$ cat src/rtl/fbd_pkg.sv
`timescale 1ns / 1ps
`default_nettype none

package fbd_pkg;

    localparam int SAMPLE_BITS   = 16;
    localparam int THRESH_BITS   = 15;
    localparam int GAIN_BITS     = 16;
    localparam int GAIN_FRAC     = 12;
    localparam int CFG_IDX_BITS  = 8;
    localparam int CFG_DATA_BITS = 16;

    localparam logic [THRESH_BITS-1:0] THRESH_RESET = '1;
    localparam logic [GAIN_BITS-1:0]   GAIN_RESET   = GAIN_BITS'(1 << GAIN_FRAC);

    // Folded or passed value width: wide enough for the sample and for +/- threshold
    localparam int Y_BITS    = (SAMPLE_BITS > THRESH_BITS + 1) ? SAMPLE_BITS : THRESH_BITS + 1;
    localparam int DIFF_BITS = Y_BITS + 1;
    localparam int MAG_BITS  = Y_BITS;
    // |x - t| rem 4t is worked as ((|x - t| >> 2) rem t, low two bits kept)
    localparam int NUM_BITS        = MAG_BITS - 2;
    localparam int STEPS_PER_STAGE = 2;
    localparam int DIV_STAGES      = (NUM_BITS + STEPS_PER_STAGE - 1) / STEPS_PER_STAGE;
    localparam int NUM_PAD         = DIV_STAGES * STEPS_PER_STAGE;
    localparam int A_BITS          = THRESH_BITS + 1;
    localparam int PROD_BITS       = Y_BITS + GAIN_BITS + 1;

    localparam logic signed [PROD_BITS-1:0] SAT_HI =
        PROD_BITS'((64'sd1 <<< (SAMPLE_BITS - 1)) - 64'sd1);
    localparam logic signed [PROD_BITS-1:0] SAT_LO = -SAT_HI - PROD_BITS'(1);
    localparam logic signed [PROD_BITS-1:0] ROUND_HALF = PROD_BITS'(1 << (GAIN_FRAC - 1));

    typedef enum logic [CFG_IDX_BITS-1:0] {
        REG_THRESHOLD = CFG_IDX_BITS'(0),
        REG_GAIN      = CFG_IDX_BITS'(1)
    } fbd_reg_idx_t;

    typedef struct packed {
        logic [THRESH_BITS-1:0] thresh;
        logic [GAIN_BITS-1:0]   gain;
    } fbd_cfg_t;

    typedef struct packed {
        logic signed [SAMPLE_BITS-1:0] x;
        logic                          fold;
        logic [1:0]                    low2;
        logic [NUM_PAD-1:0]            num;
        logic [THRESH_BITS-1:0]        rem;
    } fbd_div_t;

endpackage

`default_nettype wire

$ cat src/rtl/fbd_in_if.sv
`timescale 1ns / 1ps
`default_nettype none

interface fbd_in_if import fbd_pkg::*; ();
    logic                          valid;
    logic                          ready;
    logic signed [SAMPLE_BITS-1:0] sample_in;

    modport source (output valid, output sample_in, input ready);
    modport sink (input valid, input sample_in, output ready);
endinterface

`default_nettype wire

$ cat src/rtl/fbd_out_if.sv
`timescale 1ns / 1ps
`default_nettype none

interface fbd_out_if import fbd_pkg::*; ();
    logic                          valid;
    logic                          ready;
    logic signed [SAMPLE_BITS-1:0] sample_out;

    modport source (output valid, output sample_out, input ready);
    modport sink (input valid, input sample_out, output ready);
endinterface

`default_nettype wire

$ cat src/rtl/fbd_cfg_if.sv
`timescale 1ns / 1ps
`default_nettype none

interface fbd_cfg_if import fbd_pkg::*; ();
    logic                     valid;
    logic                     ready;
    logic [CFG_IDX_BITS-1:0]  index;
    logic [CFG_DATA_BITS-1:0] wdata;

    modport source (output valid, output index, output wdata, input ready);
    modport sink (input valid, input index, input wdata, output ready);
endinterface

`default_nettype wire

$ cat src/rtl/fbd_cfg_regs.sv
`timescale 1ns / 1ps
`default_nettype none

module fbd_cfg_regs import fbd_pkg::*;
(
    input  logic      clk,
    input  logic      rst_n,
    fbd_cfg_if.sink   cfg,
    output fbd_cfg_t  cfg_o
);

    logic [THRESH_BITS-1:0] thresh_reg;
    logic [GAIN_BITS-1:0]   gain_reg;
    logic [THRESH_BITS-1:0] thresh_next;
    logic [GAIN_BITS-1:0]   gain_next;

    assign cfg.ready = 1'b1;

    always_comb
    begin
        thresh_next = thresh_reg;
        gain_next   = gain_reg;
        if (cfg.valid)
        begin
            case (cfg.index)
                REG_THRESHOLD: thresh_next = cfg.wdata[THRESH_BITS-1:0];
                REG_GAIN:      gain_next   = cfg.wdata[GAIN_BITS-1:0];
                default:       ;
            endcase
        end
    end

    always_ff @(posedge clk or negedge rst_n)
    begin
        if (!rst_n)
        begin
            thresh_reg <= THRESH_RESET;
            gain_reg   <= GAIN_RESET;
        end
        else
        begin
            thresh_reg <= thresh_next;
            gain_reg   <= gain_next;
        end
    end

    // A zero threshold acts as one
    assign cfg_o.thresh = (thresh_reg == '0) ? THRESH_BITS'(1) : thresh_reg;
    assign cfg_o.gain   = gain_reg;

    a_thresh_nonzero: assert property (@(posedge clk) disable iff (!rst_n)
        cfg_o.thresh != '0)
        else $error("effective threshold is zero");

endmodule

`default_nettype wire

$ cat src/rtl/fbd_front.sv
`timescale 1ns / 1ps
`default_nettype none

module fbd_front import fbd_pkg::*;
(
    input  logic                          clk,
    input  logic                          rst_n,
    input  fbd_cfg_t                      cfg_i,
    input  logic                          in_valid,
    output logic                          in_ready,
    input  logic signed [SAMPLE_BITS-1:0] sample_in,
    output logic                          out_valid,
    input  logic                          out_ready,
    output fbd_div_t                      out_item
);

    logic                        valid_reg;
    logic                        valid_next;
    fbd_div_t                    item_reg;
    fbd_div_t                    item_next;
    logic signed [DIFF_BITS-1:0] xe;
    logic signed [DIFF_BITS-1:0] te;
    logic signed [DIFF_BITS-1:0] diff;
    logic signed [DIFF_BITS-1:0] diff_abs;
    logic [MAG_BITS-1:0]         mag;

    assign in_ready = !valid_reg || out_ready;

    always_comb
    begin
        xe       = DIFF_BITS'(sample_in);
        te       = $signed(DIFF_BITS'(cfg_i.thresh));
        diff     = xe - te;
        diff_abs = diff[DIFF_BITS-1] ? -diff : diff;
        mag      = MAG_BITS'(diff_abs);

        item_next.x    = sample_in;
        item_next.fold = (xe > te) || (xe < -te);
        item_next.low2 = mag[1:0];
        item_next.num  = NUM_PAD'(mag >> 2);
        item_next.rem  = '0;
    end

    assign valid_next = in_ready ? in_valid : valid_reg;

    always_ff @(posedge clk or negedge rst_n)
    begin
        if (!rst_n)
        begin
            valid_reg <= 1'b0;
        end
        else
        begin
            valid_reg <= valid_next;
        end
    end

    always_ff @(posedge clk)
    begin
        if (in_ready && in_valid)
        begin
            item_reg <= item_next;
        end
    end

    assign out_valid = valid_reg;
    assign out_item  = item_reg;

endmodule

`default_nettype wire

$ cat src/rtl/fbd_rem_stage.sv
`timescale 1ns / 1ps
`default_nettype none

module fbd_rem_stage import fbd_pkg::*;
(
    input  logic     clk,
    input  logic     rst_n,
    input  fbd_cfg_t cfg_i,
    input  logic     in_valid,
    output logic     in_ready,
    input  fbd_div_t in_item,
    output logic     out_valid,
    input  logic     out_ready,
    output fbd_div_t out_item
);

    logic                   valid_reg;
    logic                   valid_next;
    fbd_div_t               item_reg;
    fbd_div_t               item_next;

    assign in_ready = !valid_reg || out_ready;

    // Shift-subtract long division steps; the partial remainder stays below t
    always_comb
    begin
        logic [THRESH_BITS:0]   trial;
        logic [THRESH_BITS-1:0] r;
        logic [NUM_PAD-1:0]     n;
        r = in_item.rem;
        n = in_item.num;
        for (int k = 0; k < STEPS_PER_STAGE; k++)
        begin
            trial = {r, n[NUM_PAD-1]};
            if (trial >= {1'b0, cfg_i.thresh})
            begin
                trial = trial - {1'b0, cfg_i.thresh};
            end
            r = trial[THRESH_BITS-1:0];
            n = {n[NUM_PAD-2:0], 1'b0};
        end
        item_next      = in_item;
        item_next.rem  = r;
        item_next.num  = n;
    end

    assign valid_next = in_ready ? in_valid : valid_reg;

    always_ff @(posedge clk or negedge rst_n)
    begin
        if (!rst_n)
        begin
            valid_reg <= 1'b0;
        end
        else
        begin
            valid_reg <= valid_next;
        end
    end

    always_ff @(posedge clk)
    begin
        if (in_ready && in_valid)
        begin
            item_reg <= item_next;
        end
    end

    assign out_valid = valid_reg;
    assign out_item  = item_reg;

    a_fill_from_accept: assert property (@(posedge clk) disable iff (!rst_n)
        $rose(out_valid) |-> $past(in_valid && in_ready))
        else $error("remainder stage became valid without taking an item");

    a_hold_when_blocked: assert property (@(posedge clk) disable iff (!rst_n)
        out_valid && !out_ready |=> out_valid && $stable(out_item))
        else $error("remainder stage dropped or changed a blocked item");

endmodule

`default_nettype wire

$ cat src/rtl/fbd_scale.sv
`timescale 1ns / 1ps
`default_nettype none

module fbd_scale import fbd_pkg::*;
(
    input  logic                          clk,
    input  logic                          rst_n,
    input  fbd_cfg_t                      cfg_i,
    input  logic                          in_valid,
    output logic                          in_ready,
    input  fbd_div_t                      in_item,
    output logic                          out_valid,
    input  logic                          out_ready,
    output logic signed [SAMPLE_BITS-1:0] sample_out
);

    localparam int NSTG = 4;

    logic [NSTG-1:0] valid_reg;
    logic [NSTG-1:0] valid_next;
    logic [NSTG-1:0] rdy;

    // Stage 1: |r - 2t|
    logic [A_BITS-1:0]               a_reg;
    logic signed [SAMPLE_BITS-1:0]   x1_reg;
    logic                            fold1_reg;
    logic [THRESH_BITS+1:0]          r4;
    logic signed [THRESH_BITS+2:0]   diff1;
    logic [A_BITS-1:0]               a_next;
    // Stage 2: fold or pass
    logic signed [Y_BITS-1:0]        y_reg;
    logic signed [THRESH_BITS+1:0]   ym;
    logic signed [Y_BITS-1:0]        y_next;
    // Stage 3: gain product
    logic signed [PROD_BITS-1:0]     p_reg;
    logic signed [PROD_BITS-1:0]     p_next;
    // Stage 4: round and saturate
    logic signed [SAMPLE_BITS-1:0]   s_reg;
    logic signed [PROD_BITS-1:0]     rnd;
    logic signed [PROD_BITS-1:0]     q;
    logic signed [SAMPLE_BITS-1:0]   s_next;

    always_comb
    begin
        rdy[NSTG-1] = !valid_reg[NSTG-1] || out_ready;
        for (int i = NSTG - 2; i >= 0; i--)
        begin
            rdy[i] = !valid_reg[i] || rdy[i+1];
        end
    end

    assign in_ready = rdy[0];

    always_comb
    begin
        valid_next[0] = rdy[0] ? in_valid : valid_reg[0];
        for (int i = 1; i < NSTG; i++)
        begin
            valid_next[i] = rdy[i] ? valid_reg[i-1] : valid_reg[i];
        end
    end

    always_ff @(posedge clk or negedge rst_n)
    begin
        if (!rst_n)
        begin
            valid_reg <= '0;
        end
        else
        begin
            valid_reg <= valid_next;
        end
    end

    always_comb
    begin
        r4     = {in_item.rem, in_item.low2};
        diff1  = $signed({1'b0, r4}) - $signed({2'b00, cfg_i.thresh, 1'b0});
        a_next = A_BITS'(diff1[THRESH_BITS+2] ? -diff1 : diff1);
    end

    always_comb
    begin
        ym     = $signed({1'b0, a_reg}) - $signed({2'b00, cfg_i.thresh});
        y_next = fold1_reg ? Y_BITS'(ym) : Y_BITS'(x1_reg);
    end

    assign p_next = PROD_BITS'(y_reg) * PROD_BITS'($signed({1'b0, cfg_i.gain}));

    always_comb
    begin
        rnd = p_reg + ROUND_HALF;
        q   = rnd >>> GAIN_FRAC;
        if (q > SAT_HI)
        begin
            s_next = SAMPLE_BITS'(SAT_HI);
        end
        else if (q < SAT_LO)
        begin
            s_next = SAMPLE_BITS'(SAT_LO);
        end
        else
        begin
            s_next = SAMPLE_BITS'(q);
        end
    end

    always_ff @(posedge clk)
    begin
        if (rdy[0] && in_valid)
        begin
            a_reg     <= a_next;
            x1_reg    <= in_item.x;
            fold1_reg <= in_item.fold;
        end
        if (rdy[1] && valid_reg[0])
        begin
            y_reg <= y_next;
        end
        if (rdy[2] && valid_reg[1])
        begin
            p_reg <= p_next;
        end
        if (rdy[3] && valid_reg[2])
        begin
            s_reg <= s_next;
        end
    end

    assign out_valid  = valid_reg[NSTG-1];
    assign sample_out = s_reg;

    a_empty_tail_ready: assert property (@(posedge clk) disable iff (!rst_n)
        !out_valid |-> in_ready)
        else $error("scale pipeline stalls with an empty output stage");

    a_accept_fills: assert property (@(posedge clk) disable iff (!rst_n)
        in_valid && in_ready |=> valid_reg[0])
        else $error("accepted item missing from first scale stage");

endmodule

`default_nettype wire

$ cat src/rtl/foldback_distortion_core.sv
`timescale 1ns / 1ps
`default_nettype none

// Channel  Dir  Handshake      Payload
// din      in   valid / ready  sample_in  (signed, SAMPLE_BITS)
// dout     out  valid / ready  sample_out (signed, SAMPLE_BITS, saturated)
// cfg      in   valid / ready  index (0 threshold, 1 gain), wdata
//
// One item per cycle sustained while dout is ready; the path is the front register,
// DIV_STAGES remainder stages of two shift-subtract steps each, and the scale stages.
// Each stage holds its item while the next one is full and stalled, and an empty stage
// takes a new item even while dout is stalled, so bubbles close up.
// rst_n clears all valid bits and loads threshold 32767 and unity gain. cfg is always
// ready; the user must change registers only between bursts of items (unenforced).

module foldback_distortion_core import fbd_pkg::*;
(
    input  logic       clk,
    input  logic       rst_n,
    fbd_in_if.sink     din,
    fbd_out_if.source  dout,
    fbd_cfg_if.sink    cfg
);

    fbd_cfg_t          cfg_w;
    logic [DIV_STAGES:0] div_valid;
    logic [DIV_STAGES:0] div_ready;
    fbd_div_t          div_item [DIV_STAGES+1];

    fbd_cfg_regs u_cfg (
        .clk   (clk),
        .rst_n (rst_n),
        .cfg   (cfg),
        .cfg_o (cfg_w)
    );

    fbd_front u_front (
        .clk       (clk),
        .rst_n     (rst_n),
        .cfg_i     (cfg_w),
        .in_valid  (din.valid),
        .in_ready  (din.ready),
        .sample_in (din.sample_in),
        .out_valid (div_valid[0]),
        .out_ready (div_ready[0]),
        .out_item  (div_item[0])
    );

    for (genvar i = 0; i < DIV_STAGES; i++)
    begin : g_rem
        fbd_rem_stage u_rem (
            .clk       (clk),
            .rst_n     (rst_n),
            .cfg_i     (cfg_w),
            .in_valid  (div_valid[i]),
            .in_ready  (div_ready[i]),
            .in_item   (div_item[i]),
            .out_valid (div_valid[i+1]),
            .out_ready (div_ready[i+1]),
            .out_item  (div_item[i+1])
        );
    end

    fbd_scale u_scale (
        .clk        (clk),
        .rst_n      (rst_n),
        .cfg_i      (cfg_w),
        .in_valid   (div_valid[DIV_STAGES]),
        .in_ready   (div_ready[DIV_STAGES]),
        .in_item    (div_item[DIV_STAGES]),
        .out_valid  (dout.valid),
        .out_ready  (dout.ready),
        .sample_out (dout.sample_out)
    );

endmodule

`default_nettype wire

$ cat src/flat_wrapper.sv
// flat-port wrapper written by rule: the top's interface ports become plain ports
module foldback_distortion_core_flat import fbd_pkg::*;
  (clk, rst_n, din_valid, din_sample_in, din_ready, dout_valid, dout_sample_out, dout_ready, cfg_valid, cfg_index, cfg_wdata, cfg_ready);
  fbd_in_if din_i ();
  fbd_out_if dout_i ();
  fbd_cfg_if cfg_i ();
  input  logic clk;
  input  logic rst_n;
  input wire logic [$bits(din_i.valid)-1:0] din_valid;
  input wire logic [$bits(din_i.sample_in)-1:0] din_sample_in;
  output wire logic [$bits(din_i.ready)-1:0] din_ready;
  output wire logic [$bits(dout_i.valid)-1:0] dout_valid;
  output wire logic [$bits(dout_i.sample_out)-1:0] dout_sample_out;
  input wire logic [$bits(dout_i.ready)-1:0] dout_ready;
  input wire logic [$bits(cfg_i.valid)-1:0] cfg_valid;
  input wire logic [$bits(cfg_i.index)-1:0] cfg_index;
  input wire logic [$bits(cfg_i.wdata)-1:0] cfg_wdata;
  output wire logic [$bits(cfg_i.ready)-1:0] cfg_ready;
  assign din_i.valid = din_valid;
  assign din_i.sample_in = din_sample_in;
  assign din_ready = din_i.ready;
  assign dout_valid = dout_i.valid;
  assign dout_sample_out = dout_i.sample_out;
  assign dout_i.ready = dout_ready;
  assign cfg_i.valid = cfg_valid;
  assign cfg_i.index = cfg_index;
  assign cfg_i.wdata = cfg_wdata;
  assign cfg_ready = cfg_i.ready;
  foldback_distortion_core u_core (.clk(clk), .rst_n(rst_n), .din(din_i), .dout(dout_i), .cfg(cfg_i));
endmodule
$ cat config.mk
export PLATFORM = sky130hd
export DESIGN_NAME = foldback_distortion_core_flat
export DESIGN_NICKNAME = d
export VERILOG_FILES = /design/src/rtl/fbd_pkg.sv /design/src/rtl/fbd_in_if.sv /design/src/rtl/fbd_out_if.sv /design/src/rtl/fbd_cfg_if.sv /design/src/rtl/fbd_cfg_regs.sv /design/src/rtl/fbd_front.sv /design/src/rtl/fbd_rem_stage.sv /design/src/rtl/fbd_scale.sv /design/src/rtl/foldback_distortion_core.sv /design/src/flat_wrapper.sv
export SDC_FILE = /design/constraint.sdc
export NUM_CORES = 2
export LEC_CHECK = 0
export BUFFER_PORTS_ARGS = -buffer_cell sky130_fd_sc_hd__buf_2
export CAP_MARGIN = 40
export CORE_ASPECT_RATIO = 1.75
export CORE_MARGIN = 1.5
export CORE_UTILIZATION = 45
export DETAILED_ROUTE_END_ITERATION = 6
export GPL_ROUTABILITY_DRIVEN = 1
export PLACE_DENSITY_LB_ADDON = 0.3
export SLEW_MARGIN = 20
export SYNTH_ARGS = -nofsm -noshare
export SYNTH_HDL_FRONTEND = slang
export SYNTH_SLANG_ARGS = --single-unit
$ cat constraint.sdc
create_clock -name clk -period 8.3 [get_ports clk]
set_input_delay 1.66 -clock clk [delete_from_list [all_inputs] [get_ports clk]]
set_output_delay 1.66 -clock clk [all_outputs]
set_load 0.01 [all_outputs]
# == Yosys cells after proc, flatten, opt, wreduce, memory -nomap -nowiden ==
# Index checks and enable logic that the tools add are counted.
# classes
reduce_logical,41
n_eq_ne,1
n_lt_le_gt_ge,18
multipliers,1
n_addsub,21
mux,19
# op_table
op,n
two-way mux 15 bit,15
>= comparator 16 x 15 -> 1 bit,13
subtractor 15 bit,13
two-way mux 16 bit,4
adder 33 x 13 -> 33 bit (second input constant),1
multiplier 16 x 17 -> 33 bit,1
negation 16 bit,2
> comparator 21 x 16 -> 1 bit (second input constant),1
less-than comparator 21 x 16 -> 1 bit (second input constant),1
subtractor 17 x 16 -> 18 bit,1
less-than comparator 16 x 17 -> 1 bit,1
negation 15 -> 17 bit,1
subtractor 16 x 16 -> 17 bit,1
> comparator 16 bit,1
subtractor 16 x 15 -> 16 bit,1
>= comparator 1 x 15 -> 1 bit,1
zero test 15 bit,1
subtractor 1 x 15 -> 15 bit,1
logical OR 1 bit,13
logical AND 1 bit,12
zero test 1 bit,12
equality test 8 x 1 -> 1 bit (second input constant),1
zero test 8 bit,1
AND reduction 2 bit,2
# word_totals
elab_cells,159
inputBits,45
ff_bits,454

# == Logic depth before layout (Yosys ltp) ==
# logic_depth
depth_word,14
ltp_mapped,31
ltp_nobuf,27

# == Modules after synthesis ==
# From an unflattened synthesis, not the netlist that was laid out.
# hier_totals
cells_unflattened,3833
hier_area_um2,40366.2
# modules_own_cells
module,n_inst,area_per_inst_um2,cells_each
fbd_rem_stage at u_core.g_rem[0].u_rem ...,6,3194.3,288
fbd_scale,1,13520.5,1394
fbd_rem_stage at u_core.g_rem[2].u_rem,1,3236.9,302
fbd_front,1,3093.0,318
fbd_cfg_regs,1,1350.0,91

# == Least setup slack after synthesis ==
# Ideal clock, no wire load.
# synth_path
kind,register -> register
startpoint,register u_core.u_cfg.thresh_reg[9]
endpoint,"register u_core.g_rem[4].u_rem.item_reg, in the netlist u_core.g_rem[4].u_rem.out_item[11], data pin"
setup_time_ns,0.260
stages_incl_launch_ff,30
setup_slack_ns,1.166
period_less_slack_ns,7.134
required_time_ns,8.040
t_arrival_ns,6.873
path_cell_list,dfstp_2 > inv_1 > and3_1 > nand2_1 > nor4_1 > or2_2 > clkbuf_1 > ha_1 > inv_1 > fa_1 > a21o_1 > a21oi_1 > o21a_1 > o211ai_1 > and2_1 > o311ai_1 > a21oi_2 > buf_2 > mux2_2 > ha_1 > nor2b_1 > o21ai_0 > a21oi_1 > o31a_1 > nor3_2 > o21ai_1 > or4_4 > mux2i_4 > buf_12 > mux2_4
# synth_lines
element,line_no,source
start: declaration,fbd_cfg_regs.sv:12,logic [THRESH_BITS-1:0] thresh_reg;
start signal: assignment,fbd_cfg_regs.sv:42,thresh_reg <= thresh_next;
end signal: assignment,fbd_rem_stage.sv:65,item_reg <= item_next;
end: declaration,fbd_rem_stage.sv:19,fbd_div_t item_reg;

==> run metrics <==
status finished clean; Max Freq 0.129 GHz; Routed WL per cell 19.6 µm; worst skew pair latency 0.63 ns; top cells by area, synth edfxtp_1 32%, ha_1 13%, fa_1 11%, inv_1 3.9%, mux2_2 3.7%; cts repair resizes 0; area growth from synthesis to layout 8.97%; Detailed Place HPWL 73,500 µm; Core Box Area between 80,000 and 90,000 µm²; clock sink count roughly 440; first-pass GRT wire length 146,000 µm; Fin. Hold Viols 0; Primary FF master, synth edfxtp_1; worst path buffer plus inverter count 2; FF-to-FF setup slack 0.55 ns; Die Y between 300 and 400 µm; WHS 0.382 ns; Lkg Pwr about 18 nW; gr usage total 22.1%; DIE WIDTH 221 µm; Slew Limit Fails 0; Final min period a little under 8 ns; Arr. time, crit path between 8 and 9 ns; Yosys reg bits about 440; maximum fanout along the worst path 14; Finish-stage setup viols 0; Post-Route WL 93,600 µm; cts hold-fix bufs 0; Max stage delay on crit path between 0.6 and 0.7 ns; total power 12.1 mW; max reg flops 280; FILL cells 7,467; Worst path most repeated cell a21o_1; Max Root-Sink Buffers 3; slew margin rel. 30.9%; layout cells sized above 1 about a tenth; # DRC 0; postcts setup bufs 0; Final Cycle Share 93.4%; Critical Path Sink Type flop; largest net degree at the start of global routing 47; crit path kind flop to flop; Yosys top cell area share approximately 32%; first-pass detailed-route iteration total 7; CTS clk-pin slew, worst paths 0.07 ns; MaxCap Viol Count 0; RSZ-0062 raised after global routing no; peak supply drop 0.156 mV; syn_nets ~4,200; FP Rows 139; gr ovfl total 0; Syn Inst Count 3,610; vias per cell between 5 and 6; Syn Std Cell Area about 37,000 µm²; number of global-route vias before repair 28,352; initial drt markers around 1,300; Initial Utilization 45.5%; HP Class flop to flop; initial antenna violation count 1; io pins 64; die area about 85,000 µm²; routability cong. 0.894; post-route ant nets 0; area leader, netlist edfxtp_1; Ys Warns 0; EDFF count, synth 400; Seq/Total Area, Yosys 35.1%; total number of vias 27,109; crit path max-delay cell type mux2i_4; H-Tree Depth 2; pwr/cell area 296 nW/µm²; setup TNS 0 ns; Cell variety after synth 88; ys async rst share 9.71%; Critical Path Source Type flop; Mapped Avg Cell Area around 10 µm²; CP delay by family, top simple AND/OR/NAND/NOR gates; nets ~4,300; CTS tree yes; root buffer cell clkbuf_16; skew final 0.0657 ns; Worst Path Required between 8 and 9 ns; TritonCTS Buffers 44; Worst-Margin Slew 1.02 ns; IO buf count 62
## worst paths after layout
kind	start	endpoint	cells after the start
max in group asynchronous	rst_n	u_core.u_cfg.gain_reg[2]	2
setup / recovery	u_core.u_cfg.thresh_reg[4]	u_core.g_rem[4].u_rem.out_item[5]	27
setup reg to reg	u_core.u_cfg.thresh_reg[4]	u_core.g_rem[4].u_rem.out_item[5]	27
hold reg to reg	u_core.g_rem[1].u_rem.out_item[25]	u_core.g_rem[2].u_rem.out_item[27]	0
min in group asynchronous	rst_n	u_core.u_scale.valid_reg[1]	2
hold / removal	u_core.g_rem[1].u_rem.out_item[25]	u_core.g_rem[2].u_rem.out_item[27]	0
## per-stage QoR
stage	std cells	utilization, %	worst slack (ns)	instance area, µm²
finish	4777	49.6	0.550	40700
global route	4776	49.6	0.153	40700
CTS	4774	49.6	0.589	40700
detailed placement	4693	47.7	0.653	39100
global placement	4683	47.5	0.771	39000
floorplan	3610	-	1.17	37400
## worst register-to-register path, stage by stage (launching register included)
cell and delay (ns):
dfstp_2 0.38, nor3_1 0.20, and3_1 0.22, nand2_1 0.06, nor4_1 0.36, or2_2 0.34
ha_1 0.23, inv_1 0.06, fa_1 0.40, a21o_1 0.18, a21oi_1 0.26, o21a_1 0.20
o211ai_1 0.10, and2_1 0.21, o311ai_1 0.33, a21oi_2 0.22, buf_8 0.21, mux2_2 0.29
ha_1 0.33, a21o_1 0.19, a21o_1 0.22, a2111oi_4 0.38, nor3_2 0.11, nor3_2 0.25
o21ai_1 0.10, or4_4 0.58, mux2i_4 0.61, mux2_2 0.42
## synthesized netlist by cell type, drive strengths merged (27+ instances only)
cell type / count
and2: 129
dfrtp: 27
nor2b: 54
nand4: 39
a21oi: 173
edfxtp: 400
nor3: 74
xnor2: 136
mux2i: 35
and3: 42
nand2: 292
ha: 381
nor2: 201
mux2: 131
inv: 385
fa: 209
xor2: 83
clkbuf: 65
o21ai: 154
a21o: 68
o21a: 45
nand3: 58
a31oi: 33
nand2b: 48
## metal layers
| metal | up-vias | part of all wire, % | track usage [%] |
|---|---|---|---|
| met1 | 13109 | 34 | 20.6 |
| li1 | 12964 | - | - |
| met3 | 325 | 3.9 | 2.63 |
| met4 | 0 | 7.9 | 15.9 |
| met5 | - | 0 | 0 |
| met2 | 711 | 54 | 44.0 |
## cell type report
type / count / area [µm²] / area share, %
Sequential cell: 443 / 13100 / 32.2
Inverter: 386 / 1450 / 3.56
Tap cell: 1057 / 1320 / 3.25
Clock inverter: 30 / 435 / 1.07
Multi-Input combinational cell: 2700 / 22500 / 55.3
Timing Repair Buffer: 109 / 737 / 1.81
Antenna cell: 1 / 2.50 / 0.00615
Clock buffer: 51 / 1140 / 2.79
## layout by cell type, fill, tap and decap left out, types with 42 or more instances in the layout
| cell | instances |
|---|---|
| edfxtp_1 | 400 |
| fa_1 | 209 |
| o21ai_0 | 147 |
| a21o_1 | 68 |
| nand2_1 | 292 |
| a21oi_1 | 169 |
| inv_1 | 385 |
| nand2b_1 | 48 |
| ha_1 | 381 |
| and2_1 | 127 |
| nor3_1 | 72 |
| xor2_1 | 83 |
| nor2b_1 | 51 |
| o21a_1 | 45 |
| nand3_1 | 58 |
| mux2_2 | 124 |
| xnor2_1 | 136 |
| nor2_1 | 200 |
| buf_2 | 63 |
| and3_1 | 42 |
| clkbuf_16 | 44 |
## report_power, final
group	total, mW	switching, mW	internal (mW)
Combinational	6.14	3.44	2.70
Sequential	3.77	0.482	3.28
Clock	2.17	0.936	1.23
Total	12.1	4.86	7.21
## cell families after synthesis
group	share of synthesized area, %
multiplexers	4.99
AO/OA/AOI/OAI	12.0
AND/OR/NAND/NOR	14.0
flip-flops	35.1
buffers and inverters	4.80
other	0.0201
XOR/XNOR	5.13
adder cells (fa/ha/maj)	24.0
(Power assumes the default switching activity.)
